--- config.mk ---
export PLATFORM = sky130hd
export DESIGN_NAME = rfps_ram
export DESIGN_NICKNAME = d
export VERILOG_FILES = /design/src/rtl/core/rfps_ram.sv
export SDC_FILE = /design/constraint.sdc
export NUM_CORES = 1
export LEC_CHECK = 0
export ABC_CLOCK_PERIOD_IN_PS = 1900
export BUFFER_PORTS_ARGS = -buffer_cell sky130_fd_sc_hd__buf_2
export CAP_MARGIN = 15
export CORE_UTILIZATION = 59
export CTS_CLUSTER_SIZE = 28
export DETAILED_ROUTE_END_ITERATION = 7
export PLACE_DENSITY = 0.86
export SYNTH_ARGS = -nofsm -noshare
export SYNTH_HDL_FRONTEND = slang
export SYNTH_SLANG_ARGS = --single-unit
--- constraint.sdc ---
create_clock -name clk -period 1.9 [get_ports clk]
set_clock_uncertainty 0.05 [all_clocks]
set_input_delay 0 -clock clk [delete_from_list [all_inputs] [get_ports clk]]
set_output_delay 0 -clock clk [all_outputs]
set_load 0.005 [all_outputs]
--- src/rtl/core/rfps_ram.sv ---
// Simple dual-port RAM: one write port, one read port with registered data.
module rfps_ram #(
    parameter int WIDTH = 8,
    parameter int DEPTH = 64
)(
    input  logic                     clk,
    input  logic                     we,
    input  logic [$clog2(DEPTH)-1:0] waddr,
    input  logic [WIDTH-1:0]         wdata,
    input  logic [$clog2(DEPTH)-1:0] raddr,
    output logic [WIDTH-1:0]         rdata
);
    logic [WIDTH-1:0] mem_reg [DEPTH];
    logic [WIDTH-1:0] rdata_reg;

    always_ff @(posedge clk)
    begin
        if (we)
        begin
            mem_reg[waddr] <= wdata;
        end
        rdata_reg <= mem_reg[raddr];
    end

    assign rdata = rdata_reg;
endmodule

# After elaboration in Yosys (flattened, before gate mapping)
# Memories as Yosys holds them, arrays and structs flattened. A register that Yosys moved wholly into a read port is not among the register bits.
# Index checks and enable logic that the tools add are counted.
# W data, S select, Z words.
[op_classes] muxes=2
[ops] cell="$mux W1" n=2
[word_totals] elab_cells=3 reg_bits=0 n_memories=1 mem_bits_rw=512
[mem_list] name="mem_reg" depth=64 width=8 read_ports=1 rd_ports_with_merged_regs=1 wr=1 line="13" rtl="logic [WIDTH-1:0] mem_reg [DEPTH];"

# Depth between registers and ports, before layout
[logic_depth] word_depth=2 depth_mapped=9

# Least setup slack after synthesis
# No wires, ideal clock.
[synth_path] path_kind="reg2reg" from="memory mem_reg[29][4]" to="register rdata_reg[4], in the netlist rdata[4] (read register of mem_reg)" period_less_slack_ns=1.742 path_slack_ns=0.158 t_arrival_ns=1.560 setup_ns=0.132 stages_incl_launch_ff=6 required_ns=1.718 n_path_buf=0 cell_sequence="edfxtp_1 > mux4_2 > mux2_2 > o221a_2 > nor3_1 > o32ai_1"
[synth_lines] item="from (decl)" line="13"
[synth_lines] item="to (decl)" line="14" rtl="logic [WIDTH-1:0] rdata_reg;"

==> results.json <==
{
  "status": "finished, violations left",
  "violations": "hold timing, setup timing",
  "total_leakage_power_nw": 7.67,
  "cpMaxStageDelayCell": "mux4_2",
  "portBuffers": 29,
  "synthMuxAreaShare": 0.159,
  "detail-route-antenna-nets": 0,
  "cts_tree": "done",
  "core-area_mm2": 0.0336,
  "crit_chain": "mux4_2 > mux2_2 > o221a_2 > nor3_4 > o32ai_1",
  "dieHeight_um": 187,
  "grt_pass1_vias": 11300,
  "maxCapViolations": 0,
  "hold_violations": 7,
  "top_level_ports": 30,
  "start_util": 0.600,
  "synth_top_family_by_area": "multiplexers",
  "powerDensity_mw_per_mm2": 1010,
  "pre_cts_ws_ns": -0.272,
  "die-area_mm2": 0.0349,
  "end_kind": "register",
  "synth_nets": 962,
  "worst_ep_arrival_time_ns": 2.39,
  "path_buf_inv": 0,
  "design_power_total_mw": 23.8,
  "hpwl_mm": 29.5,
  "fin_crit_sh": 1.06,
  "crit_fanout": 1,
  "crit_family": "multiplexers",
  "synth_compound_area_frac": 0.0207,
  "drc": 0,
  "num_vias": 11100,
  "yosysTopAreaCell": "edfxtp_1",
  "vdd.ir_drop.worst_mv": 0.628,
  "synth_area_mm2": 0.0202,
  "yosysUniqueCellTypes": 40,
  "synth_warnings": 0,
  "ys_ff_latch": 520,
  "first_pass_iters": 5,
  "htree_levels": 2,
  "cts_hold_buf": 5,
  "critPathRequiredTime_ns": 2.27,
  "grt_overflow": 0,
  "wl_mm": 53.0,
  "nNetsFinal": 1138,
  "synth_adder_area_share": 0,
  "rsz0062_at_grt": "yes",
  "whs_ns": -0.139,
  "hold_class": "primary input to register",
  "path_class": "register to register",
  "report.final.slew_viol_count": 0,
  "clockBufferDepth": 3,
  "slew_headroom": 0.428,
  "setup_viol": 7,
  "grt_usage": 0.309,
  "clk_pin_slew_worst_paths_ns": 0.06,
  "critPathLaunchType": "register",
  "antenna_found_initial": 2,
  "synth-xor-area-share": 0,
  "wl_per_cell_um": 33.1,
  "root_buffer": "clkbuf_16",
  "vias_per_cell": 6.93,
  "synth.area.top_cells": "edfxtp_1 76%, mux4_2 14%, nor2_1 1.5%",
  "synth_top_area_frac": 0.762,
  "synth.avg_cell_area_um2": 21.5,
  "max_freq_mhz": 495,
  "largest_reg_flops": 512,
  "nFillCells": 1772,
  "areaGrowthSynthToFinish_pct": 16.8,
  "tightest_slew_ns": 0.857,
  "postCtsSetupBuffers": 0,
  "grt_pass1_wl_mm": 76.8,
  "layout-drive-gt1-share": 0.346,
  "routabilityCongestion": 0.863,
  "grt_max_degree": 65,
  "rows": 67,
  "finalCriticalPeriod_ns": 2.02,
  "syn_inst": 940,
  "numCtsBuffers": 48,
  "slowest_delay_ns": 0.51,
  "worst_slack_ns": -0.121,
  "die_w_um": 187,
  "clock_latency_ns": 0.56,
  "yosysSeqAreaShare": 0.770,
  "clkSinkCount": 520,
  "yosys.area_share.simple": 0.0339,
  "drt-initial-drc-count": 1803
}
-- stage by stage --
stage	std cells	hold WS, ns	setup TNS, ns	utilization	area, µm²
5_1_grt	1600	-0.152	-0.498	0.701	23600
3_5_place_dp	1509	0.379	-1.20	0.649	21800
2_1_floorplan	940	0.0489	0	-	20200
3_3_place_gp	1509	0.375	-0.967	0.649	21800
4_1_cts	1599	-0.159	-0.200	0.700	23500
6_report	1601	-0.139	-0.334	0.701	23600
-- worst register-to-register path, cell delays in order (launching register included) --
cell and delay [ns]:
edfxtp_1 0.42, mux4_2 0.51, mux2_2 0.29, o221a_2 0.30, nor3_4 0.17, o32ai_1 0.13
-- worst paths after layout --
check / startpoint / slack, ns / cells past startpoint / endpoint
worst max-delay path: mem_reg[21][6]$_DFFE_PP_ / -0.12 / 5 / rdata[6]$_DFF_P_
worst min-delay path: raddr[5] / -0.14 / 3 / rdata[2]$_DFF_P_
worst max register to register: mem_reg[21][6]$_DFFE_PP_ / -0.12 / 5 / rdata[6]$_DFF_P_
worst min register to register: mem_reg[22][2]$_DFFE_PP_ / 0.81 / 4 / rdata[2]$_DFF_P_
-- final cells by class --
class / count / area (µm²) / area share
timing repair buffer: 177 / 1470 / 0.0624
antenna: 2 / 5.00 / 0.000212
sequential: 520 / 15500 / 0.659
tap: 448 / 561 / 0.0238
clock inverter: 27 / 275 / 0.0117
clock buffer: 58 / 1300 / 0.0552
multi-input combinational: 369 / 4410 / 0.187
-- power breakdown --
part           total (mW)  internal (mW)  switching, mW
Combinational        1.42          0.578          0.841
Clock                9.67           5.55           4.12
Sequential           12.7           12.7         0.0470
Total                23.8           18.8           5.01
-- what timing repair did --
item,in CTS,in global routing
endpoints found under the setup margin,7,7
gates cloned,0,0
hold endpoints to repair,122,7
pin swaps,2,2
resized for setup,16,5
-- cell usage after synthesis --
library cell and number:
and2_1 1, mux2_2 13, dfxtp_1 8, nand2_1 19, o2111ai_1 3, nand3_1 13, o2bb2ai_1 3, mux4_2 126
a221oi_1 6, o21ai_0 2, a31oi_1 1, a2111oi_0 2, nor2b_1 14, edfxtp_1 512, buf_1 4, o32ai_1 2
buf_6 4, a22oi_1 3, nand3b_1 3, o311ai_1 1, buf_2 11, buf_4 13, nand4b_1 1, o22ai_1 8
clkbuf_1 17, nor3_1 7, buf_12 2, nor4_1 2, a211oi_1 4, o21ai_1 2, o221a_2 2, mux2i_1 23
a21oi_1 3, o41ai_1 2, o221ai_1 8, or3_1 1, nand4_1 2, o21a_1 2, nand2b_1 7, nor2_1 83
-- metal layers --
metal	track usage	wire length (µm)
met5	0	8
met4	0.149	3040
met3	0.0597	6110
met2	0.501	25700
met1	0.410	18100
-- cells by family (layout without fill, tap and decap cells) --
logic type,Yosys count,count (layout)
other cells,0,2
compound gates,54,54
mux,162,162
flops,520,520
buf+inv,51,262
simple gates,153,153
-- layout by cell type (no fill, tap or decap), types with 3 or more instances in the layout --
| cell | count |
|---|---|
| edfxtp_1 | 512 |
| buf_4 | 130 |
| mux4_2 | 126 |
| nor2_1 | 79 |
| clkbuf_16 | 50 |
| buf_2 | 26 |
| mux2i_1 | 23 |
| nand2_1 | 19 |
| buf_12 | 15 |
| nor2b_1 | 14 |
| nand3_1 | 13 |
| mux2_2 | 12 |
| clkinv_2 | 9 |
| o221ai_1 | 8 |
| o22ai_1 | 8 |
| dfxtp_1 | 8 |
| nand2b_1 | 7 |
| clkinv_1 | 7 |
| clkbuf_1 | 6 |
| bufinv_16 | 5 |
| clkinvlp_4 | 5 |
| dlygate4sd3_1 | 5 |
| a211oi_1 | 4 |
| nor3_1 | 4 |
| a221oi_1 | 4 |
| nand3b_1 | 3 |
| a21oi_1 | 3 |
| a22oi_1 | 3 |
| o2111ai_1 | 3 |
| o2bb2ai_1 | 3 |
| clkbuf_8 | 3 |
Note: power is estimated with default switching activity, not from simulation.
