==> src/rtl/core/rfps_pkg.sv <==
package rfps_pkg;

    // Fixed field widths of the word on each channel.
    localparam int ACTION_W  = 2;
    localparam int DATA_W    = 8;
    localparam int PATTERN_W = 64;
    localparam int PLEN_W    = 4;
    localparam int STATUS_W  = 2;
    localparam int OFFSET_W  = 6;
    localparam int CAP_CFG_W = 7;

    typedef enum logic [ACTION_W-1:0] {
        ACT_PUT  = 2'd0,
        ACT_GET  = 2'd1,
        ACT_PEEK = 2'd2,
        ACT_FIND = 2'd3
    } action_t;

    typedef enum logic [STATUS_W-1:0] {
        ST_OK       = 2'd0,
        ST_FULL     = 2'd1,
        ST_EMPTY    = 2'd2,
        ST_NOTFOUND = 2'd3
    } status_t;

    typedef enum logic [1:0] {
        S_IDLE = 2'd0,
        S_SCAN = 2'd1,
        S_RESP = 2'd2
    } state_t;

    // Control from the sequencer to the pattern compare unit.
    typedef struct packed {
        logic load;
        logic shift;
    } match_ctrl_t;

endpackage

==> src/rtl/core/rfps_match.sv <==
// Sliding window of the most recent bytes read during a search, compared
// against the held pattern. The newest byte sits at window position zero.
module rfps_match
    import rfps_pkg::*;
#(
    parameter int MAX_PATTERN = 8
)(
    input  logic                 clk,
    input  match_ctrl_t          ctrl,
    input  logic [PATTERN_W-1:0] pattern,
    input  logic [PLEN_W-1:0]    plen,
    input  logic [DATA_W-1:0]    byte_in,
    output logic                 hit
);
    logic [DATA_W-1:0] pat_reg [MAX_PATTERN];
    logic [DATA_W-1:0] win_reg [MAX_PATTERN];

    always_ff @(posedge clk)
    begin
        if (ctrl.load)
        begin
            for (int i = 0; i < MAX_PATTERN; i++)
            begin
                pat_reg[i] <= pattern[DATA_W*i +: DATA_W];
            end
        end
        if (ctrl.shift)
        begin
            win_reg[0] <= byte_in;
            for (int k = 1; k < MAX_PATTERN; k++)
            begin
                win_reg[k] <= win_reg[k-1];
            end
        end
    end

    // Pattern byte i must equal the byte plen-1-i places back from the newest.
    always_comb
    begin
        hit = 1'b1;
        for (int i = 0; i < MAX_PATTERN; i++)
        begin
            for (int j = 0; j < MAX_PATTERN; j++)
            begin
                if ((PLEN_W'(i) < plen) &&
                    (PLEN_W'(j) == plen - PLEN_W'(i) - PLEN_W'(1)) &&
                    (win_reg[j] != pat_reg[i]))
                begin
                    hit = 1'b0;
                end
            end
        end
    end
endmodule

==> config.mk <==
export PLATFORM = sky130hd
export DESIGN_NAME = rfps_match
export DESIGN_NICKNAME = d
export VERILOG_FILES = /design/src/rtl/core/rfps_pkg.sv /design/src/rtl/core/rfps_match.sv
export SDC_FILE = /design/constraint.sdc
export NUM_CORES = 1
export LEC_CHECK = 0
export ABC_CLOCK_PERIOD_IN_PS = 5200
export BUFFER_PORTS_ARGS = -buffer_cell sky130_fd_sc_hd__buf_2
export CAP_MARGIN = 30
export CORE_UTILIZATION = 24
export CTS_CLUSTER_SIZE = 40
export DETAILED_ROUTE_END_ITERATION = 10
export HOLD_SLACK_MARGIN = 0.03
export SLEW_MARGIN = 0
export SYNTH_ARGS = -nofsm -noshare
export SYNTH_HDL_FRONTEND = slang
export SYNTH_SLANG_ARGS = --single-unit
==> constraint.sdc <==
create_clock -name clk -period 5.2 [get_ports clk]
set_clock_uncertainty 0.05 [all_clocks]
set_input_delay 0.26 -clock clk [delete_from_list [all_inputs] [get_ports clk]]
set_output_delay 0.26 -clock clk [all_outputs]
set_load 0.01 [all_outputs]
### Yosys cells after proc, flatten, opt, wreduce, memory -nomap -nowiden

Memory sizes are Yosys's and may differ from the RTL's.
Cells that the tools add are included.

| operators by class | value |
|---|---|
| equal/unequal tests | 120 |
| multipliers | 0 |
| order comparisons | 8 |
| divide/modulo/power cells | 0 |
| shifts and indexed selects | 0 |
| bitwise logic cells | 0 |
| reduce and logical (&&, ||, !) cells | 136 |
| add/subtract/negate cells | 14 |
| mux-type cells | 68 |

Operators with widths:

| kind | number |
|---|---|
| inequality test 8 bit | 64 |
| equality test 3 x 4 -> 1 bit, first input constant | 32 |
| logical AND 1 bit | 128 |
| two-way mux 1 bit | 68 |
| equality test 2 x 4 -> 1 bit, first input constant | 16 |
| equality test 1 x 4 -> 1 bit, first input constant | 8 |
| zero test 4 bit | 8 |
| subtractor 4 x 1 -> 4 bit, second input constant | 8 |
| < comparator 3 x 4 -> 1 bit, first input constant | 4 |
| subtractor 4 x 3 -> 4 bit, second input constant | 4 |
| < comparator 1 x 4 -> 1 bit, first input constant | 2 |
| < comparator 2 x 4 -> 1 bit, first input constant | 2 |
| subtractor 4 x 2 -> 4 bit, second input constant | 2 |

| storage, ports and cells | value |
|---|---|
| register bits after elaboration | 0 |
| output and inout bits | 1 |
| input bits | 79 |
| memory bits (read-only) | 0 |
| RAM bits | 128 |
| memories | 2 |
| latch bits | 0 |

Memories:

| name | depth | bits a word | read ports | clocked after memory_dff | write ports | line | text |
|---|---|---|---|---|---|---|---|
| pat_reg | 8 | 8 | 8 | 0 | 8 | rfps_match.sv:15 | `logic [DATA_W-1:0] pat_reg [MAX_PATTERN];` |
| win_reg | 8 | 8 | 8 | 0 | 8 | rfps_match.sv:16 | `logic [DATA_W-1:0] win_reg [MAX_PATTERN];` |

### Depth between registers and ports, before layout

Gate-level depths: netlist (run 1).

| depth | value |
|---|---|
| depth after elaboration | 68 |
| mapped depth | 10 |
| depth with buffers taken out | 9 |

### Worst setup path before layout (run 1)

No wires, ideal clock.

| timing path | value |
|---|---|
| path kind | input -> output |
| start | input port plen[0] |
| end | output port hit |
| buffers on the path | 1 |
| arrival | 2,201 ps |
| stages on the path | 10 |
| path slack | 2,689 ps |
| data required time | 4,890 ps |
| cell sequence | clkbuf_1 > inv_1 > ha_1 > xnor2_1 > and2_1 > o21ai_1 > a32oi_1 > mux2i_1 > o221ai_1 > nor4_2 |

| on the way | value |
|---|---|
| word-level cells in the longest chain between the ends | 68 |
| elaborated cells on any way between the ends | 278 |

RTL lines:

| what | line | text |
|---|---|---|
| start, declared | rfps_match.sv:11 | `input logic [PLEN_W-1:0] plen,` |
| subtractor 4 x 1 -> 4 bit | rfps_match.sv:46 | `(PLEN_W'(j) == plen - PLEN_W'(i) - PLEN_W'(1)) &&` |
| zero test 4 bit | rfps_match.sv:46 |  |
| logical AND 1 bit | rfps_match.sv:45 | `if ((PLEN_W'(i) < plen) &&` |
| logical AND 1 bit | rfps_match.sv:46 |  |
| two-way mux 1 bit (63 in series) | rfps_match.sv:45 |  |
| two-way mux 1 bit * | rfps_match.sv:45 |  |
| end, declared | rfps_match.sv:13 | `output logic hit` |

Mark *: on every way between the ends. The rest lies on a longest branch, timed or not.

==> flow_summary.ini, run 1 <==
[yosys]
post_synth.cell_area_avg_sq_um = 10.3
synth_cells = 1062
synth.yosys.seq_area_share_pct = 35.3
synthDistinctLibCells = 44
postSynth.asyncResetShare_pct = 0
post_synthesis_instance_area_sq_um = 10900
synth_seq_cells = 128
synth_enable_flop_cells = 128
synth_nets = 1153
synth_top_flop_cell = edfxtp_1
yosysWarnings = 0

[power_and_ir_drop]
vdd_ir_drop_max_v = 0.000211
static-leakage-power_nw = 3.86
powerDensity_nw_per_um2 = 287
design_power_total_mw = 3.63

[place]
hpwl_mm = 28.3
io_buffers = 79
gpl.final_weighted_congestion = 0.997

[global_route]
first_global_vias = 8466
groute.usage.overall_pct = 18.8
global_route.overflow_total = 0
grt_antenna_before_repair = 1
grt_first_pass_wirelength_mm = 62.2
largest_net_degree_at_the_start_of_global_routing = 65

[final_layout]
fraction_of_layout_cells_with_a_size_suffix_above_1_pct = 10.5
layout.filler_cells = 4635
nets = 1188
sequential_cell_area_sq_um = 3840
area_growth_pct = 16.2
multi_input_area_sq_um = 6270

[sta]
timing.final.hold_violations = 0
transition_time_of_the_tightest_slew_check_pin_ns = 0.998
final_period_minus_worst_setup_slack_ns = 4.03
total_negative_slack_for_setup_checks_ns = 0
timing.final.crit_share_pct = 77.5
worst_slew_margin_rel_pct = 33.4
report.final.slew_viol_count = 0
grt_setup_unrepaired = false
report.final.setup_viol = 0
achievable-frequency_mhz = 248

[floorplan]
rows = 77
floorplan.initialDensity_pct = 24.5
core_region_area_sq_um = 44500
boundaryPins = 80
floorplan.die_area_sq_um = 46200
die-width_um = 215
die_height_um = 215

[clocking]
worstSkewPairLatency_ns = 0.44
setup_fix_bufs_post_cts = 0
cts-root-to-sink-buffers = 2
cts_tree = yes
clock_sink_count = 128
ctsRootBufferMaster = clkbuf_16
htreeDepth = 4
clkSlewWorstSetupHoldPaths_ns = 0.07
tritoncts.num_buffers = 17

[setup_path]
critical_path.max_fanout = 9
startpoint = win_reg[0][0]$_DFFE_PP_
path_cells = xnor2_1, nand4_1, nor4_1, o211ai_1, a2111oi_2, nand4_1, nor4_2, buf_2
crit_path_start_kind = flip-flop
endpoint = hit
worst_ep_required_time_ns = 4.89
crit_path_max_incr_delay_ns = 0.97
cp_common_cell = nand4_1
worst-setup-path-type = flip-flop to output pin
worst-endpoint-arrival_ns = 3.72
slowest_stage = edfxtp_1
reg2reg_depth = 0
critical_path.reg2reg.startpoint = win_reg[1][0]$_DFFE_PP_
worst_setup_path_end_kind = output pin
rr_endpoint = win_reg[1][8]$_DFFE_PP_
reg2reg_setup_slack_ns = 3.83

[detailed_routing]
ant_nets = 0
num_vias = 8669
avgRoutedWirePerCell_um = 25.6
post-route-drc-count = 0
wirelength_mm = 43.6
initialDrtViolationCount = 929
vias_per_cell = 5.09
detailedRoute.firstPassIterationCount = 5

[min_path]
hold_crit_class = primary input to flip-flop
hold_critical_path_depth = 2

[outcome]
outcome = complete, no violations

[job]
maxCapViolCount = 0
## worst min-delay path by stage
| stage | startpoint | endpoint | slack (ns) |
|---|---|---|---|
| 3_5_place_dp | pattern[19] | pat_reg[0][19]$_DFFE_PP_ | 0.39 |
| 2_1_floorplan | pattern[0] | pat_reg[0][0]$_DFFE_PP_ | 0.31 |
| 5_1_grt | pattern[41] | pat_reg[1][9]$_DFFE_PP_ | 0.47 |
| 4_1_cts | byte_in[1] | win_reg[0][1]$_DFFE_PP_ | 0.47 |
| 3_3_place_gp | pattern[22] | pat_reg[0][22]$_DFFE_PP_ | 0.39 |
| 6_report | byte_in[6] | win_reg[0][6]$_DFFE_PP_ | 0.47 |
## cells by family after synthesis
logic type      synth area share, %
compound gates                 4.88
mux                           0.184
xor+xnor                       41.7
buf+inv                        7.08
flops                          35.3
simple gates                   9.52
fa+ha+maj                      1.38
## per-stage QoR
| step | worst slack, ns | hold slack (ns) | utilization [%] | area [sq um] | instances |
|---|---|---|---|---|---|
| after CTS | 1.25 | 0.466 | 28.4 | 12600 | 1702 |
| after global routing | 1.08 | 0.469 | 28.4 | 12600 | 1702 |
| after detailed placement | 1.72 | 0.388 | 25.4 | 11300 | 1598 |
| after floorplan | 2.69 | 0.309 | - | 10900 | 1062 |
| after global placement | 1.70 | 0.388 | 25.4 | 11300 | 1598 |
| final | 1.17 | 0.473 | 28.4 | 12600 | 1703 |
## layout by cell type, fill, tap and decap left out, types with 3 or more instances in the layout
cell type      Yosys  routed
a21oi_1           18      18
a31oi_1            6       6
a32oi_1            3       3
buf_2             88      79
bufinv_16          0       4
clkbuf_16          0      17
dlygate4sd3_1      0      72
edfxtp_1         128     128
ha_1              12      12
inv_1              5       5
inv_6              0       4
nand2_1            8       8
nand2b_1           5       5
nand3_1            3       3
nand4_1          108     108
nor2_1             9       9
nor4_1            28      28
o21ai_0           42      42
o21ai_1            4       4
xnor2_1          410     410
xor2_1           106     106
## timing repair
item	in CTS	in global routing
endpoints found under the hold margin	72	0
hold buffers	72	0
resized for setup	0	0
## power by group
part	internal (mW)	switching (mW)
registers	1.23	0.392
logic	0.407	0.264
clock network	0.813	0.532
## routing by layer
metal,track usage (%),vias to the layer above,share of wire (%)
met5,0,-,0
met1,25.8,4253,42
met2,27.2,585,42
met3,3.67,150,11
met4,10.6,0,6.0
li1,-,3681,-
## cell usage after synthesis (2+ instances only)
| master | instances | area share [%] |
|---|---|---|
| nand2_1 | 8 | 0.28 |
| nand2b_1 | 5 | 0.29 |
| inv_1 | 5 | 0.17 |
| o21ai_1 | 4 | 0.18 |
| a32oi_1 | 3 | 0.24 |
| ha_1 | 12 | 1.4 |
| o211ai_1 | 2 | 0.14 |
| o2111ai_1 | 2 | 0.16 |
| a31oi_1 | 6 | 0.34 |
| buf_4 | 15 | 1.0 |
| nand3_1 | 3 | 0.14 |
| nand4b_1 | 2 | 0.16 |
| o21ai_0 | 42 | 1.9 |
| clkbuf_1 | 24 | 0.83 |
| a21oi_1 | 18 | 0.83 |
| edfxtp_1 | 128 | 35 |
| xnor2_1 | 410 | 33 |
| nor4_2 | 2 | 0.23 |
| buf_2 | 88 | 4.0 |
| buf_6 | 9 | 0.93 |
| a41oi_1 | 2 | 0.16 |
| mux2i_1 | 2 | 0.18 |
| nor4_1 | 28 | 1.6 |
| a211oi_1 | 2 | 0.14 |
| nand4_1 | 108 | 6.2 |
| xor2_1 | 106 | 8.5 |
| nor2_1 | 9 | 0.31 |
## final cells by class
class	instances	area share, %
multi-input combinational	791	49.6
inverter	6	0.178
timing repair buffer	153	8.94
clock inverter	14	1.61
sequential	128	30.4
tap	592	5.86
clock buffer	18	3.39
antenna	1	0.0198
## worst max-delay path: cells and delay by family, from the launching register on
kind	cells	cell delay, ns
XOR/XNOR	1	0.20
AND/OR/NAND/NOR	4	1.25
buffers and inverters	1	0.23
flip-flops	1	0.97
AO/OA/AOI/OAI	2	0.63
Note: power is estimated with default switching activity, not from simulation.
==> run 2, diff against run 1 <==
- ABC_AREA: not set -> 1
- ABC_CLOCK_PERIOD_IN_PS: 5200 -> 3700
- clock period: 5.2 -> 3.7 ns (I/O delays scaled with it)
==> run 2 against run 1 <==
Against the previous run: clock power up 21%; sequential share of layout area down 3.1 points; power up 40%; count of clock-buffer cells in the layout unchanged; wire length up 7.8%; hold slack worse by 0.11 ns; synthesized cell count up 58%; register-to-register slack worse by 1.2 ns; die area up 12%; sequential power up 31%; largest cell class unchanged.
==> flow_summary.ini, run 2 <==
[outcome]
outcome = complete, no violations

[global_route]
largest_net_degree_at_the_start_of_global_routing = 42
groute.usage.overall_pct = 18.5
first_global_vias = 10100
global_route.overflow_total = 0
grt_antenna_before_repair = 0
grt_first_pass_wirelength_mm = 68.0

[yosys]
synth_seq_cells = 128
synth_nets = 1771
post_synth.cell_area_avg_sq_um = 7.26
synth_largest_type_area_fraction_pct = 31.5
yosysWarnings = 0
synth_top_flop_cell = edfxtp_1
synthDistinctLibCells = 30
synth.yosys.seq_area_share_pct = 31.5
most_area_consuming_cells_after_synthesis = edfxtp_1, xnor2_1, nand2_1
synth_most_common_cell = nand2_1
synth-adder-area-share_pct = 1.23
synth_cells = 1680
yosys-top-cells-count = nand2_1, xnor2_1, nor2_1
postSynth.asyncResetShare_pct = 0
synth-compound-area-share_pct = 0.944
synth_xor_area_share_pct = 28.2
synthSimpleGateAreaFrac_pct = 29.4
portion_of_netlist_area_occupied_by_mux_cells_pct = 0
yosys.area.top_type = edfxtp_1
post_synthesis_instance_area_sq_um = 12200
synth_top_family_by_area = simple AND/OR/NAND/NOR gates
synth_enable_flop_cells = 128

[floorplan]
core_region_area_sq_um = 50200
boundaryPins = 80
die_height_um = 227
floorplan.die_area_sq_um = 51700
rows = 82
die-width_um = 227
floorplan.initialDensity_pct = 24.3

[sta]
transition_time_of_the_tightest_slew_check_pin_ns = 0.875
timing.final.crit_share_pct = 88.5
report.final.setup_viol = 0
report.final.slew_viol_count = 0
worst_slew_margin_rel_pct = 41.6
final_period_minus_worst_setup_slack_ns = 3.28
achievable-frequency_mhz = 305
timing.final.hold_violations = 0
total_negative_slack_for_setup_checks_ns = 0
grt_setup_unrepaired = false

[clocking]
ctsRootBufferMaster = clkbuf_16
tritoncts.num_buffers = 17
htreeDepth = 4
clock_sink_count = 128
cts-root-to-sink-buffers = 2
worstSkewPairLatency_ns = 0.46
cts_tree = yes
clkSlewWorstSetupHoldPaths_ns = 0.06

[final_layout]
nets = 1816
stdcell_area_sq_um = 14100
most_common_library_cell_in_the_layout_ignoring_fill_and_taps = nand2_1
area_growth_pct = 15.7
antenna_cells = 0
finish.utilization_pct = 28.1
mostFrequentLayoutCells = nand2_1, xnor2_1, nor2_1, edfxtp_1, buf_2
fraction_of_layout_cells_with_a_size_suffix_above_1_pct = 8.98

[setup_path]
worst-setup-path-type = flip-flop to output pin
worst_setup_path_end_kind = output pin
critical_path.max_fanout = 10
worst-endpoint-arrival_ns = 3.04
crit_path_start_kind = flip-flop
worst_ep_required_time_ns = 3.46

[detailed_routing]
vias_per_cell = 4.48
num_vias = 10800
post-route-drc-count = 0
wirelength_mm = 47.0
avgRoutedWirePerCell_um = 19.5
initialDrtViolationCount = 1246
ant_nets = 0
detailedRoute.firstPassIterationCount = 5

[place]
io_buffers = 79
gpl.final_weighted_congestion = 1.05
hpwl_mm = 36.8
placed_area_sq_um = 12800

[power_and_ir_drop]
static-leakage-power_nw = 5.46
vdd_ir_drop_max_v = 0.000266
powerDensity_nw_per_um2 = 361

[job]
maxCapViolCount = 0

[min_path]
hold_crit_class = primary input to flip-flop
==> run 2: cell types whose count changed after synthesis, moves of 45 or more <==
cell / change
xnor2_1: -45
nand2_1: +606
xor2_1: -79
inv_1: +73
nand4_1: -76
nor2_1: +154
==> run 2: kinds of logic (layout without fill, tap and decap cells) <==
kind of cell | Yosys count | count (layout)
xor gates and xnor gates | 392 | 392
AOI/OAI and AO/OA | 19 | 19
DFF | 128 | 128
buffers and inverters | 237 | 295
adders and majority gates | 12 | 12
and+or+nand+nor | 892 | 892
==> run 2: layout make-up <==
cell class                      instances  area (sq um)
Clock buffer                           18           429
Inverter                              107           402
Multi-Input combinational cell       1315          7280
Sequential cell                       128          3840
Tap cell                              672           841
Fill cell                            5468         36100
Clock inverter                         14           141
Timing Repair Buffer                  156          1170
==> run 2: timing repair <==
action / 4_1_cts / 5_1_grt
hold buffers: 73 / 0
endpoints found under the setup margin: 0 / 0
gates resized for setup: 0 / 0
endpoints found under the hold margin: 74 / 0
setup buffers: 0 / 0
==> run 2: routing by layer <==
layer / global-route usage, % / wire length, um / share of wire (%)
met1: 26.1 / 21700 / 46
met2: 29.1 / 21400 / 46
met3: 2.84 / 2780 / 5.9
met4: 5.59 / 1150 / 2.4
met5: 0 / 0 / 0
==> run 2: final timing paths <==
check | to | cells after the start | slack, ns | from
worst max-delay path | hit | 11 | 0.42 | win_reg[1][8]$_DFFE_PP_
worst max register to register | win_reg[1][16]$_DFFE_PP_ | 0 | 2.59 | win_reg[1][8]$_DFFE_PP_
worst min register to register | win_reg[0][18]$_DFFE_PP_ | 0 | 0.77 | win_reg[0][10]$_DFFE_PP_
worst min-delay path | win_reg[0][21]$_DFFE_PP_ | 1 | 0.36 | ctrl[0]
==> run 2: metrics by stage <==
stage | setup slack [ns] | cells | power [mW] | hold slack, ns
floorplan | 1.91 | 1680 | 2.94 | 0.234
global placement | 0.887 | 2304 | 3.37 | 0.312
detailed placement | 0.947 | 2305 | 3.38 | 0.313
CTS | 0.454 | 2410 | 5.12 | 0.334
global route | 0.274 | 2410 | 5.33 | 0.371
finish | 0.424 | 2410 | 5.09 | 0.360
==> run 2: critical path: stages, from the launching register on <==
cell and delay (ns):
edfxtp_1 0.77, inv_1 0.28, nand2_1 0.12, nand4_1 0.21, nor3_1 0.28, nand2_1 0.09
nand2_1 0.07, nand2_1 0.12, o21ai_0 0.19, a21oi_1 0.09, nor2_1 0.20, buf_2 0.17
==> run 2: power by group <==
group / internal, mW / switching (mW)
registers: 1.72 / 0.410
clock network: 0.984 / 0.657
logic: 0.610 / 0.702
total: 3.32 / 1.77
